## src/rtl/sbt_pkg.sv

```systemverilog
`default_nettype none

package sbt_pkg;

  localparam int unsigned LINE_BITS   = 16;
  localparam int unsigned COLUMN_BITS = 16;
  localparam int unsigned LENGTH_BITS = 8;
  localparam int unsigned KIND_BITS   = 3;
  localparam int unsigned BYTE_BITS   = 8;

  localparam int unsigned FIFO_DEPTH = 4;
  localparam int unsigned PTR_BITS   = $clog2(FIFO_DEPTH);
  localparam int unsigned CNT_BITS   = $clog2(FIFO_DEPTH + 1);

  localparam logic [BYTE_BITS-1:0] CHAR_SPACE   = 8'h20;
  localparam logic [BYTE_BITS-1:0] CHAR_NEWLINE = 8'h0A;
  localparam logic [BYTE_BITS-1:0] CHAR_EQUALS  = 8'h3D;
  localparam logic [BYTE_BITS-1:0] CHAR_SEMI    = 8'h3B;
  localparam logic [BYTE_BITS-1:0] CHAR_L       = 8'h6C;
  localparam logic [BYTE_BITS-1:0] CHAR_E       = 8'h65;
  localparam logic [BYTE_BITS-1:0] CHAR_T       = 8'h74;
  localparam logic [BYTE_BITS-1:0] CHAR_F       = 8'h66;
  localparam logic [BYTE_BITS-1:0] CHAR_N       = 8'h6E;

  typedef enum logic [1:0] {
    MODE_IDLE  = 2'd0,
    MODE_IDENT = 2'd1,
    MODE_NUM   = 2'd2,
    MODE_HALT  = 2'd3
  } mode_e;

  typedef enum logic [KIND_BITS-1:0] {
    KIND_IDENT = 3'd0,
    KIND_NUM   = 3'd1,
    KIND_EQ    = 3'd2,
    KIND_SEMI  = 3'd3,
    KIND_END   = 3'd4,
    KIND_LET   = 3'd5,
    KIND_FN    = 3'd6,
    KIND_STRAY = 3'd7
  } kind_e;

  typedef enum logic [2:0] {
    KW_NONE = 3'd0,
    KW_L    = 3'd1,
    KW_LE   = 3'd2,
    KW_LET  = 3'd3,
    KW_F    = 3'd4,
    KW_FN   = 3'd5,
    KW_MISS = 3'd6
  } kw_e;

  typedef struct packed {
    kind_e                  kind;
    logic [LINE_BITS-1:0]   line;
    logic [COLUMN_BITS-1:0] column;
    logic [LENGTH_BITS-1:0] length;
    logic [BYTE_BITS-1:0]   stray;
    logic                   last;
  } record_t;

  typedef struct packed {
    logic [1:0] num;
    record_t    first;
    record_t    second;
  } emit_t;

  function automatic logic is_letter(input logic [BYTE_BITS-1:0] b);
    return ((b >= 8'h61) && (b <= 8'h7A)) || ((b >= 8'h41) && (b <= 8'h5A));
  endfunction

  function automatic logic is_digit(input logic [BYTE_BITS-1:0] b);
    return (b >= 8'h30) && (b <= 8'h39);
  endfunction

  function automatic kw_e next_progress(input kw_e p, input logic [BYTE_BITS-1:0] b);
    kw_e r;
    r = KW_MISS;
    unique case (p)
      KW_NONE: begin
        if (b == CHAR_L) begin
          r = KW_L;
        end else if (b == CHAR_F) begin
          r = KW_F;
        end
      end
      KW_L:    if (b == CHAR_E) r = KW_LE;
      KW_LE:   if (b == CHAR_T) r = KW_LET;
      KW_F:    if (b == CHAR_N) r = KW_FN;
      default: r = KW_MISS;
    endcase
    return r;
  endfunction

endpackage

`default_nettype wire

```

## src/rtl/sbt_core.sv

```systemverilog
`default_nettype none

module sbt_core import sbt_pkg::*; (
  input  wire logic                 clk_i,
  input  wire logic                 rst_ni,
  input  wire logic                 accept_i,
  input  wire logic                 action_i,
  input  wire logic [BYTE_BITS-1:0] source_byte_i,
  output emit_t                     emit_o
);

  mode_e                  mode_q, mode_d;
  kw_e                    kw_q, kw_d;
  logic [LINE_BITS-1:0]   line_q, line_d;
  logic [COLUMN_BITS-1:0] col_q, col_d;
  logic [LINE_BITS-1:0]   tok_line_q, tok_line_d;
  logic [COLUMN_BITS-1:0] tok_col_q, tok_col_d;
  logic [LENGTH_BITS-1:0] lex_q, lex_d;

  logic                   letter, digit, pending, have_flush, have_tail;
  record_t                flush_rec, tail_rec;
  logic [COLUMN_BITS-1:0] col_inc;
  logic [LENGTH_BITS-1:0] lex_inc;
  logic [LINE_BITS-1:0]   line_inc;

  always_comb begin
    letter   = is_letter(source_byte_i);
    digit    = is_digit(source_byte_i);
    pending  = (mode_q == MODE_IDENT) || (mode_q == MODE_NUM);
    col_inc  = (col_q == '1) ? col_q : col_q + 1'b1;
    lex_inc  = (lex_q == '1) ? lex_q : lex_q + 1'b1;
    line_inc = (line_q == '1) ? line_q : line_q + 1'b1;

    flush_rec        = '0;
    flush_rec.kind   = KIND_NUM;
    if (mode_q == MODE_IDENT) begin
      if (kw_q == KW_LET) begin
        flush_rec.kind = KIND_LET;
      end else if (kw_q == KW_FN) begin
        flush_rec.kind = KIND_FN;
      end else begin
        flush_rec.kind = KIND_IDENT;
      end
    end
    flush_rec.line   = tok_line_q;
    flush_rec.column = tok_col_q;
    flush_rec.length = lex_q;

    tail_rec        = '0;
    tail_rec.kind   = KIND_END;
    tail_rec.line   = line_q;
    tail_rec.column = col_q;
    have_flush      = 1'b0;
    have_tail       = 1'b0;

    mode_d     = mode_q;
    kw_d       = kw_q;
    line_d     = line_q;
    col_d      = col_q;
    tok_line_d = tok_line_q;
    tok_col_d  = tok_col_q;
    lex_d      = lex_q;

    if (!accept_i) begin
      have_flush = 1'b0;
    end else if (action_i) begin
      have_flush = pending;
      have_tail  = 1'b1;
      mode_d     = MODE_IDLE;
      kw_d       = KW_NONE;
      line_d     = LINE_BITS'(1);
      col_d      = COLUMN_BITS'(1);
      tok_line_d = LINE_BITS'(1);
      tok_col_d  = COLUMN_BITS'(1);
      lex_d      = '0;
    end else if (mode_q == MODE_HALT) begin
      have_flush = 1'b0;
    end else if ((mode_q == MODE_IDENT) && (letter || digit)) begin
      lex_d = lex_inc;
      kw_d  = next_progress(kw_q, source_byte_i);
      col_d = col_inc;
    end else if ((mode_q == MODE_NUM) && digit) begin
      lex_d = lex_inc;
      col_d = col_inc;
    end else begin
      if (pending) begin
        have_flush = 1'b1;
        mode_d     = MODE_IDLE;
        lex_d      = '0;
        kw_d       = KW_NONE;
      end
      if (source_byte_i == CHAR_SPACE) begin
        col_d = col_inc;
      end else if (source_byte_i == CHAR_NEWLINE) begin
        line_d = line_inc;
        col_d  = COLUMN_BITS'(1);
      end else if (letter || digit) begin
        mode_d     = letter ? MODE_IDENT : MODE_NUM;
        tok_line_d = line_q;
        tok_col_d  = col_q;
        lex_d      = LENGTH_BITS'(1);
        kw_d       = letter ? next_progress(KW_NONE, source_byte_i) : KW_NONE;
        col_d      = col_inc;
      end else if ((source_byte_i == CHAR_EQUALS) || (source_byte_i == CHAR_SEMI)) begin
        have_tail       = 1'b1;
        tail_rec.kind   = (source_byte_i == CHAR_EQUALS) ? KIND_EQ : KIND_SEMI;
        tail_rec.length = LENGTH_BITS'(1);
        col_d           = col_inc;
      end else begin
        have_tail       = 1'b1;
        tail_rec.kind   = KIND_STRAY;
        tail_rec.length = LENGTH_BITS'(1);
        tail_rec.stray  = source_byte_i;
        mode_d          = MODE_HALT;
      end
    end

    emit_o = '0;
    if (have_flush && have_tail) begin
      emit_o.num         = 2'd2;
      emit_o.first       = flush_rec;
      emit_o.second      = tail_rec;
      emit_o.second.last = 1'b1;
    end else if (have_flush) begin
      emit_o.num        = 2'd1;
      emit_o.first      = flush_rec;
      emit_o.first.last = 1'b1;
    end else if (have_tail) begin
      emit_o.num        = 2'd1;
      emit_o.first      = tail_rec;
      emit_o.first.last = 1'b1;
    end
  end

  always_ff @(posedge clk_i or negedge rst_ni) begin
    if (!rst_ni) begin
      mode_q     <= MODE_IDLE;
      kw_q       <= KW_NONE;
      line_q     <= LINE_BITS'(1);
      col_q      <= COLUMN_BITS'(1);
      tok_line_q <= LINE_BITS'(1);
      tok_col_q  <= COLUMN_BITS'(1);
      lex_q      <= '0;
    end else begin
      mode_q     <= mode_d;
      kw_q       <= kw_d;
      line_q     <= line_d;
      col_q      <= col_d;
      tok_line_q <= tok_line_d;
      tok_col_q  <= tok_col_d;
      lex_q      <= lex_d;
    end
  end

endmodule

`default_nettype wire

```

## src/rtl/source_byte_tokenizer.sv

```systemverilog
// each record is registered into the record queue as its byte is accepted
// throughput: one byte per cycle while each byte yields at most one record and the
// receiver keeps up; a byte that yields two records (pending token plus terminator)
// writes both at once into the four-entry record queue
// reset: asynchronous active-low reset returns to idle at line 1, column 1, queue empty
`default_nettype none

module source_byte_tokenizer import sbt_pkg::*; (
  input  wire logic                   clk_i,
  input  wire logic                   rst_ni,
  input  wire logic                   in_valid_i,
  output logic                        in_ready_o,
  input  wire logic                   action_i,
  input  wire logic [BYTE_BITS-1:0]   source_byte_i,
  output logic                        out_valid_o,
  input  wire logic                   out_ready_i,
  output logic [KIND_BITS-1:0]        token_kind_o,
  output logic [LINE_BITS-1:0]        start_line_o,
  output logic [COLUMN_BITS-1:0]      start_column_o,
  output logic [LENGTH_BITS-1:0]      token_length_o,
  output logic [BYTE_BITS-1:0]        stray_byte_o,
  output logic                        last_of_run_o
);

  emit_t               emit;
  logic                accept, pop;
  record_t             mem_q [FIFO_DEPTH];
  record_t             head;
  logic [PTR_BITS-1:0] wr_ptr_q, wr_ptr_d, rd_ptr_q, rd_ptr_d;
  logic [CNT_BITS-1:0] count_q, count_d;

  assign in_ready_o = (count_q <= CNT_BITS'(FIFO_DEPTH - 2));
  assign accept     = in_valid_i && in_ready_o;

  sbt_core u_core (
    .clk_i         (clk_i),
    .rst_ni        (rst_ni),
    .accept_i      (accept),
    .action_i      (action_i),
    .source_byte_i (source_byte_i),
    .emit_o        (emit)
  );

  assign out_valid_o = (count_q != '0);
  assign pop         = out_valid_o && out_ready_i;

  always_comb begin
    head           = mem_q[rd_ptr_q];
    token_kind_o   = head.kind;
    start_line_o   = head.line;
    start_column_o = head.column;
    token_length_o = head.length;
    stray_byte_o   = head.stray;
    last_of_run_o  = head.last;

    wr_ptr_d = PTR_BITS'(wr_ptr_q + PTR_BITS'(emit.num));
    rd_ptr_d = pop ? PTR_BITS'(rd_ptr_q + 1'b1) : rd_ptr_q;
    count_d  = CNT_BITS'(count_q + CNT_BITS'(emit.num) - CNT_BITS'(pop));
  end

  always_ff @(posedge clk_i) begin
    if (emit.num != 2'd0) begin
      mem_q[wr_ptr_q] <= emit.first;
    end
    if (emit.num == 2'd2) begin
      mem_q[PTR_BITS'(wr_ptr_q + 1'b1)] <= emit.second;
    end
  end

  always_ff @(posedge clk_i or negedge rst_ni) begin
    if (!rst_ni) begin
      wr_ptr_q <= '0;
      rd_ptr_q <= '0;
      count_q  <= '0;
    end else begin
      wr_ptr_q <= wr_ptr_d;
      rd_ptr_q <= rd_ptr_d;
      count_q  <= count_d;
    end
  end

  a_count_bound: assert property (@(posedge clk_i) disable iff (!rst_ni)
    count_q <= CNT_BITS'(FIFO_DEPTH))
    else $error("record queue overfilled");

  a_end_emits: assert property (@(posedge clk_i) disable iff (!rst_ni)
    (accept && action_i) |=> out_valid_o)
    else $error("end marker produced no record");

  a_end_is_last: assert property (@(posedge clk_i) disable iff (!rst_ni)
    (out_valid_o && (token_kind_o == KIND_END)) |-> last_of_run_o)
    else $error("end record not marked last");

  a_ptr_gap: assert property (@(posedge clk_i) disable iff (!rst_ni)
    PTR_BITS'(wr_ptr_q - rd_ptr_q) == PTR_BITS'(count_q))
    else $error("queue pointers disagree with count");

endmodule

`default_nettype wire

```

## config.mk

```make
export PLATFORM = sky130hd
export DESIGN_NAME = source_byte_tokenizer
export DESIGN_NICKNAME = d
export VERILOG_FILES = /design/src/rtl/sbt_pkg.sv /design/src/rtl/sbt_core.sv /design/src/rtl/source_byte_tokenizer.sv
export SDC_FILE = /design/constraint.sdc
export NUM_CORES = 1
export LEC_CHECK = 0
export BUFFER_PORTS_ARGS = -buffer_cell sky130_fd_sc_hd__buf_2
export CELL_PAD_IN_SITES_DETAIL_PLACEMENT = 1
export CELL_PAD_IN_SITES_GLOBAL_PLACEMENT = 1
export CORE_UTILIZATION = 50
export DETAILED_ROUTE_END_ITERATION = 7
export PLACE_DENSITY_LB_ADDON = 0.1
export SETUP_SLACK_MARGIN = 0.05
export SYNTH_ARGS = -nofsm -noshare
export SYNTH_HDL_FRONTEND = slang
export SYNTH_SLANG_ARGS = --single-unit
```

## constraint.sdc

```tcl
create_clock -name clk_i -period 8.45 [get_ports clk_i]
set_input_delay 1.69 -clock clk_i [delete_from_list [all_inputs] [get_ports clk_i]]
set_output_delay 1.69 -clock clk_i [all_outputs]
set_load 0.1 [all_outputs]
```

### Word-level counts from Yosys, hierarchy flattened

Memories as Yosys holds them, arrays and structs flattened.
Index checks and enable logic that the tools add are counted.

| word-level totals | value |
|---|---|
| bits in registers | 84 |
| RAM bits | 208 |
| input bits | 13 |
| output and inout port bits | 54 |
| logic and storage cells | 186 |
| memories kept | 1 |

| cells by class | value |
|---|---|
| add/subtract/negate cells | 8 |
| magnitude comparators | 7 |
| equality and inequality tests | 28 |
| muxes and demuxes | 108 |
| reductions and logical operators | 24 |

Memories:

| memory | words | width | rd ports | clocked after memory_dff | write ports | RTL line | RTL |
|---|---|---|---|---|---|---|---|
| mem_q | 4 | 52 | 1 | 0 | 2 | source_byte_tokenizer.sv:27 | `record_t mem_q [FIFO_DEPTH];` |

Operators by type and width:

| kind | count |
|---|---|
| 16-bit 2-to-1 mux | 37 |
| 54-bit 2-to-1 mux | 2 |
| 8-bit 2-to-1 mux | 10 |
| 3-bit 2-to-1 mux | 24 |
| 53-bit 2-to-1 mux | 1 |
| 52-bit 2-to-1 mux | 1 |
| 8-bit by 7-bit == test with 1-bit output, second input constant | 5 |
| 16-bit by 1-bit adder with 16-bit output, second input constant | 2 |
| 16-bit == test, second input constant | 2 |
| 8-bit by 6-bit == test with 1-bit output, second input constant | 3 |
| 2-bit 2-to-1 mux | 12 |
| 1-bit 2-to-1 mux | 19 |
| 8-bit by 7-bit greater-or-equal comparator with 1-bit output, second input constant | 2 |
| 8-bit by 7-bit less-or-equal comparator with 1-bit output, second input constant | 2 |
| 7-bit AND reduction | 2 |
| 2-bit != test, second input constant | 6 |
| 3-bit case mux with 4 select lines | 1 |
| 9-bit 2-to-1 mux | 1 |
| 8-bit by 1-bit adder with 8-bit output, second input constant | 1 |
| 8-bit by 4-bit == test with 1-bit output, second input constant | 1 |
| 8-bit == test, second input constant | 1 |
| 8-bit by 6-bit greater-or-equal comparator with 1-bit output, second input constant | 1 |
| 8-bit by 6-bit less-or-equal comparator with 1-bit output, second input constant | 1 |
| 1-bit logical AND | 8 |
| other kinds (19) | 30 |

### Logic depth before layout (Yosys ltp)

Gate-level depths: netlist (run 1).

| logic depth | value |
|---|---|
| depth in word-level cells | 18 |
| gate-level depth with buffers | 16 |
| depth with buffers taken out | 12 |

### Modules after synthesis

From an unflattened synthesis (run 1), not the netlist that was laid out.

| second synthesis, totals | value |
|---|---|
| cell total of the unflattened synthesis | 1248 |
| area total of the unflattened synthesis | 15852.7 µm² |

Modules (own cells, without submodules):

| module | instances | cells each | area each (µm²) | seq. area each (µm²) |
|---|---|---|---|---|
| source_byte_tokenizer | 1 | 544 | 10485.1 | 6421.2 |
| sbt_core | 1 | 704 | 5367.6 | 1931.9 |

### Worst setup path after synthesis (run 1)

No wires, ideal clock.

| path | value |
|---|---|
| path kind | input to register |
| from | in source_byte_i[4] |
| to | mem mem_q[1][0] (netlist bit) (enable) |
| setup time | 399 ps |
| arrival | 5334 ps |
| required time | 8051 ps |
| path slack | 2716 ps |
| stages on the path | 13 |
| path buffers | 3 |
| cells stage by stage | buf_6 > nor3_4 > a221o_1 > nand2_1 > nand2_1 > a31o_2 > clkbuf_1 > buf_2 > nand2_1 > ha_1 > nor3b_1 > nor2_1 > inv_1 |

RTL lines:

| what | RTL line | RTL |
|---|---|---|
| from (decl) | source_byte_tokenizer.sv:14 | `input wire logic [BYTE_BITS-1:0] source_byte_i,` |
| to (decl) | source_byte_tokenizer.sv:27 |  |

==> reports/results.tsv, run 1 <==
stage	metric	value	unit
detailed_routing	DRT iter0 DRCs	774	
setup_path	Setup CP Type	input pin to register	
logic_synthesis	fraction of registers with async set/reset	0.2877	
job	Max-cap violations	0	
sta	max frequency	0.1759	GHz
die	I/O pins	67	
logic_synthesis	Synth cell types	78	
setup_path	worst-path fanout max	31	
setup_path	Critical Path Max Stage Delay	0.80	ns
sta	Hold Slack	0.4677	ns
setup_path	slowest CP cell	and3_1	
layout	Fill cells	2881	
detailed_routing	post-DR wirelength/cell	25.52	µm
die	core area	28090	µm²
power	Peak VDD IR	270.3	µV
grt	vias in the first global route	10663	
grt	first-pass GRT wire length	63120	µm
cts	CTS root buf	clkbuf_16	
sta	Worst slew margin	0.1959	
logic_synthesis	Seq/Total Area, Yosys	0.5607	
setup_path	CP Cell Sequence	buf_2 -> and3_1 -> a31o_2 -> nand2_1 -> ha_1 -> and3b_1 -> nor2_1 -> inv_2 -> buf_4	
logic_synthesis	Commonest cells post-synth	edfxtp_1, a22o_1, nand2_1, nor2_1, dfrtp_1	
sta	unrepaired setup endpoints after global routing	false	
cts	CTS tree	yes	
detailed_routing	DRC Markers	0	
cts	hold buffer count at CTS	0	
cts	htree depth	2	
cts	total CTS buffers	34	
placed_design	GPL Wtd Cong	0.8631	
placed_design	port bufs	66	
sta	final worst path period share	0.6729	
die	Die W	171.7	µm
logic_synthesis	Synth top area share	0.3754	
setup_path	crit path DAT	5.83	ns
cts	number of setup buffers added after CTS	0	
die	Initial Util	0.5126	
logic_synthesis	EDFF count, synth	180	
setup_path	critical path endpoint category	register	
layout	Layout area overhead	11.65	%
sta	Pins Over Slew Limit	0	
cts	maximum clock path buffer count	3	
logic_synthesis	Yosys warnings	0	
grt	GR Util All Layers	0.2870	
logic_synthesis	Synth area leaders	edfxtp_1, dfrtp_1, mux4_2	
cts	clk sinks	292	
cts	Worst-path clk slew	0.05	ns
detailed_routing	Via density	6.423	
sta	Hold Violations, Final	0	
min_path	Worst Hold Class	register to register	
sta	Worst Max-Slew Pin Slew	1.202	ns
grt	initial antenna violation count	0	
layout	n_diodes	0	
layout	post-route cell area	16070	µm²
layout	Cell Count, Final, Fillers Out	1604	
sta	min Tclk post-route	5.686	ns
placed_design	Placed Cells	1543	
layout	multi-input logic area	5786	µm²
cts	Worst-Skew Late Latency	0.51	ns
logic_synthesis	most common cell in the netlist	edfxtp_1	
status	outcome	complete, no violations	
cts	cts repair resizes	0	
layout	FF+latch area	8078	µm²
detailed_routing	Initial DRT Pass Iterations	5	
logic_synthesis	Synth Cell Area	14400	µm²
detailed_routing	Routed WL	40930	µm
placed_design	post-DP HPWL	24650	µm
die	Die Ht	171.7	µm
placed_design	DP Area	14940	µm²
setup_path	crit path launch type	input pin	
logic_synthesis	syn_area_per_cell	12.24	µm²
power	PD cells	380.2	nW/µm²
power	Pleak	5.795	nW
sta	Worst Skew	0.02137	ns
setup_path	worst path required time	8.59	ns
sta	Final TNS setup	0	ns
sta	# setup viols final	0	
layout	# nets final	1228	
grt	largest net degree at the start of global routing	54	
power	PnR Total Power	6.112	mW
grt	grt ovf	0	
die	# rows	61	
logic_synthesis	Syn Inst Count	1176	
logic_synthesis	number of synthesized register bits	292	
logic_synthesis	Mapped Nets	1203	
layout	layout cells sized above 1	0.1884	
detailed_routing	post-route ant nets	0	
logic_synthesis	Yosys top cell by area	edfxtp_1	
die	area of the die	29480	µm²
logic_synthesis	Top FF cell, synth	edfxtp_1	
detailed_routing	via count	10302	
per-stage QoR:
| step | util | worst slack [ns] |
|---|---|---|
| 6_report | 0.5723 | 2.764 |
| 5_1_grt | 0.5723 | 2.550 |
| 4_1_cts | 0.5723 | 2.794 |
| 3_5_place_dp | 0.5318 | 2.295 |
| 3_3_place_gp | 0.5318 | 2.445 |
| 2_1_floorplan | - | 2.716 |
power breakdown:
group / internal (mW) / leakage, nW / total [mW] / switching (mW)
clock network: 0.916 / 0.562 / 1.50 / 0.581
registers: 1.82 / 3.05 / 2.01 / 0.182
logic: 0.562 / 2.19 / 2.61 / 2.05
placed cells by master (no fill, tap or decap), types with 14 or more instances in the layout:
cell type  Yosys  layout
a21oi_1       34      34
a22o_1       119     119
a32o_1        29      29
buf_2         15      65
buf_4          0      22
clkbuf_16      0      38
dfrtp_1       80      78
dfxtp_1       28      28
edfxtp_1     180     180
inv_1         28      24
mux4_2        52      52
nand2_1       99      99
nand2b_1      18      18
nand3_1       35      35
nor2_1        84      80
nor3_1        15      14
o21ai_0       73      73
o31ai_1       20      20
critical path: cells and delay by family:
family / cells / cell delay, ns
buf+inv: 3 / 1.48
simple gates: 4 / 1.70
compound gates: 1 / 0.60
fa+ha+maj: 1 / 0.29
layer usage:
layer  up-vias  GRT usage  routed length [µm]  share of wire
li1       4609          -                   -              -
met1      5318     0.3822               17590           0.43
met2       310     0.4807               20130           0.49
met3        65    0.04717                2294          0.056
met4         0    0.08812                 914          0.022
met5         -          0                   0              0
path summary, 6_finish.rpt:
kind,start,end,slack (ns),depth (start not counted)
max,action_i,mem_q[3][8],2.76,9
min,mem_q[0][11],mem_q[0][11],0.47,1
max reg2reg,count_q[1],mem_q[3][8],3.74,9
min reg2reg,mem_q[0][11],mem_q[0][11],0.47,1
max in group asynchronous,rst_ni,rd_ptr_q[0],6.11,2
min in group asynchronous,rst_ni,u_core.lex_q[4],1.14,1
state kept, by name, summed over array words and instances, names as in the netlist:
register,flops
u_core.tok_line_q,16
rd_ptr_q,2
u_core.col_q,16
count_q,3
u_core.line_q,16
u_core.mode_q,2
u_core.tok_col_q,16
mem_q,208
u_core.kw_q,3
wr_ptr_q,2
u_core.lex_q,8
cell families after synthesis:
family	after synthesis	share of synthesized area
muxes	54	0.08291
buffers and inverters	127	0.03971
adders and majority gates	14	0.01269
AOI/OAI and AO/OA	338	0.1791
and+or+nand+nor	334	0.1145
DFF	292	0.5607
xor gates and xnor gates	17	0.01034
cell type report:
class                           instances  share of cell area
Timing Repair Buffer                   87             0.03051
Multi-Input combinational cell        757              0.3599
Clock inverter                         14            0.008951
Sequential cell                       292              0.5025
Inverter                               29            0.006772
Clock buffer                           47             0.06188
Tap cell                              378             0.02942
Note: power is estimated with default switching activity, not from simulation.
==> run 2: changes to the inputs <==
--- a/config.mk
+++ b/config.mk
@@ -8,7 +8,7 @@
 export BUFFER_PORTS_ARGS = -buffer_cell sky130_fd_sc_hd__buf_2
 export CELL_PAD_IN_SITES_DETAIL_PLACEMENT = 1
 export CELL_PAD_IN_SITES_GLOBAL_PLACEMENT = 1
-export CORE_UTILIZATION = 50
+export CORE_UTILIZATION = 46
 export DETAILED_ROUTE_END_ITERATION = 7
 export PLACE_DENSITY_LB_ADDON = 0.1
 export SETUP_SLACK_MARGIN = 0.05
==> constraint.sdc (replaced) <==
create_clock -name clk_i -period 4.94 [get_ports clk_i]
set_input_delay 0.988 -clock clk_i [delete_from_list [all_inputs] [get_ports clk_i]]
set_output_delay 0.988 -clock clk_i [all_outputs]
set_load 0.1 [all_outputs]
==> reports/results.tsv, run 2 (same netlist as run 1, synthesis figures left out) <==
stage	metric	value	unit
status	outcome	complete, no violations	
sta	max frequency	0.2448	GHz
layout	Fill cells	3110	
placed_design	DP Area	15150	µm²
job	Max-cap violations	0	
setup_path	FF-to-FF End	mem_q[1][6]	
sta	Pins Over Slew Limit	0	
setup_path	crit path DAT	4.31	ns
setup_path	slowest CP cell	nor2_1	
power	PD cells	644.7	nW/µm²
setup_path	top cell family by delay on the critical path	simple AND/OR/NAND/NOR gates	
layout	most common cell after layout, fill and taps aside	edfxtp_1	
cts	hold buffer count at CTS	0	
grt	initial antenna violation count	0	
layout	# nets final	1246	
setup_path	worst-path fanout max	42	
layout	post-route cell area	16250	µm²
sta	Worst Skew	0.01740	ns
placed_design	Placed Cells	1579	
grt	first-pass GRT wire length	64870	µm
grt	largest net degree at the start of global routing	63	
setup_path	CP startpoint	source_byte_i[1]	
cts	clk sinks	292	
setup_path	r2r startpoint	u_core.mode_q[1]	
detailed_routing	Initial DRT Pass Iterations	5	
placed_design	post-DP HPWL	25970	µm
die	Initial Util	0.4694	
grt	met3 GRT Util	0.03329	
layout	Layout area overhead	12.84	%
die	core area	30670	µm²
detailed_routing	DRT iter0 DRCs	920	
cts	maximum clock path buffer count	3	
setup_path	crit path to	mem_q[1][6]	
sta	# setup viols final	0	
detailed_routing	post-route ant nets	0	
sta	Hold Violations, Final	0	
setup_path	WP depth	13	
layout	layout cells sized above 1	0.2010	
setup_path	cells on worst reg2reg path	11	
cts	CTS root buf	clkbuf_16	
setup_path	CP Cell Sequence	buf_2 -> a21o_1 -> a221o_1 -> nand2_1 -> nand2_1 -> a31oi_1 -> nor2_1 -> ha_1 -> inv_1 -> nor3_1 -> nor2_1 -> clkinvlp_4 -> buf_12	
grt	busiest grt layer	met2	
power	Pleak	5.872	nW
setup_path	critical path endpoint category	register	
power	Peak VDD IR	530.6	µV
sta	Worst Max-Slew Pin Slew	1.030	ns
sta	Worst slew margin	0.3131	
cts	number of setup buffers added after CTS	0	
sta	Final TNS setup	0	ns
detailed_routing	Routed WL	41790	µm
detailed_routing	post-DR wirelength/cell	25.48	µm
sta	Hold Slack	0.4613	ns
grt	met1 global-route usage	0.3646	
die	# rows	64	
cts	cts repair resizes	0	
grt	Global Route met2 Usage	0.4482	
setup_path	Setup CP Type	input pin to register	
detailed_routing	via count	10509	
sta	Final Worst Setup Slack	0.8556	ns
setup_path	crit path buf inv count	4	
placed_design	pre-CTS setup slack	0.3506	ns
layout	n_diodes	0	
layout	Cell Count, Final, Fillers Out	1640	
cts	Worst-path clk slew	0.06	ns
layout	Biggest register	mem_q	
setup_path	Critical Path Max Stage Delay	0.64	ns
placed_design	port bufs	66	
die	Die W	178.9	µm
layout	Largest register FFs	208	
layout	most frequent cells in the layout	edfxtp_1, a22o_1, nand2_1	
grt	GR Util All Layers	0.2687	
setup_path	FF-to-FF setup slack	1.14	ns
cts	Worst-Skew Late Latency	0.51	ns
die	Die Ht	178.9	µm
detailed_routing	Via density	6.408	
sta	min Tclk post-route	4.084	ns
setup_path	worst path required time	5.17	ns
setup_path	crit path launch type	input pin	
die	I/O pins	67	
die	area of the die	32010	µm²
cts	CTS tree	yes	
grt	vias in the first global route	10814	
cts	htree depth	2	
sta	final worst path period share	0.8268	
detailed_routing	DRC Markers	0	
sta	unrepaired setup endpoints after global routing	false	
min_path	Worst Hold Class	register to register	
grt	grt ovf	0	
placed_design	GPL Wtd Cong	0.8568	
cts	total CTS buffers	34	
## run 2: metrics by stage
stage | power, mW | util
after detailed placement | 8.054 | 0.4941
after global placement | 7.998 | 0.4941
final | 10.47 | 0.5297
after global routing | 10.87 | 0.5297
after floorplan | 6.998 | -
after CTS | 10.54 | 0.5297
## run 2: worst min-delay path by stage
stage | endpoint | slack [ns] | cells after the start | start
2_1_floorplan | mem_q[1][10] | 0.44 | 1 | mem_q[1][10]
3_3_place_gp | mem_q[2][16] | 0.44 | 1 | mem_q[2][16]
3_5_place_dp | mem_q[0][16] | 0.45 | 1 | mem_q[0][16]
4_1_cts | mem_q[3][13] | 0.47 | 1 | mem_q[3][13]
5_1_grt | mem_q[3][16] | 0.48 | 1 | mem_q[3][16]
6_report | mem_q[3][13] | 0.46 | 1 | mem_q[3][13]
## run 2: per-layer routing
layer | vias to the layer above | part of all wire
met5 | - | 0
met3 | 77 | 0.047
met4 | 0 | 0.025
met2 | 294 | 0.49
li1 | 4648 | -
met1 | 5490 | 0.44
## run 2: worst register-to-register path, delay by kind of cell, from the launching register on
family,cells,cell delay (ns)
AO/OA/AOI/OAI,1,0.34
flip-flops,1,0.43
AND/OR/NAND/NOR,4,1.01
buffers and inverters,4,0.87
adder cells (fa/ha/maj),2,0.85
## run 2: layout make-up
class	instances	area, µm²	share of cell area
clock buffers	42	943.4	0.05807
clock inverters	19	150.1	0.009241
inverters	29	112.6	0.006931
multi-input cells	757	5792	0.3565
flip-flops and latches	292	8078	0.4972
well taps	396	495.5	0.03050
repair buffers	105	675.6	0.04159
## run 2: where the power goes
group | switching [mW] | internal (mW) | total, mW
combinational | 3.41 | 1.03 | 4.44
sequential | 0.453 | 3.11 | 3.57
clock | 1.00 | 1.46 | 2.47
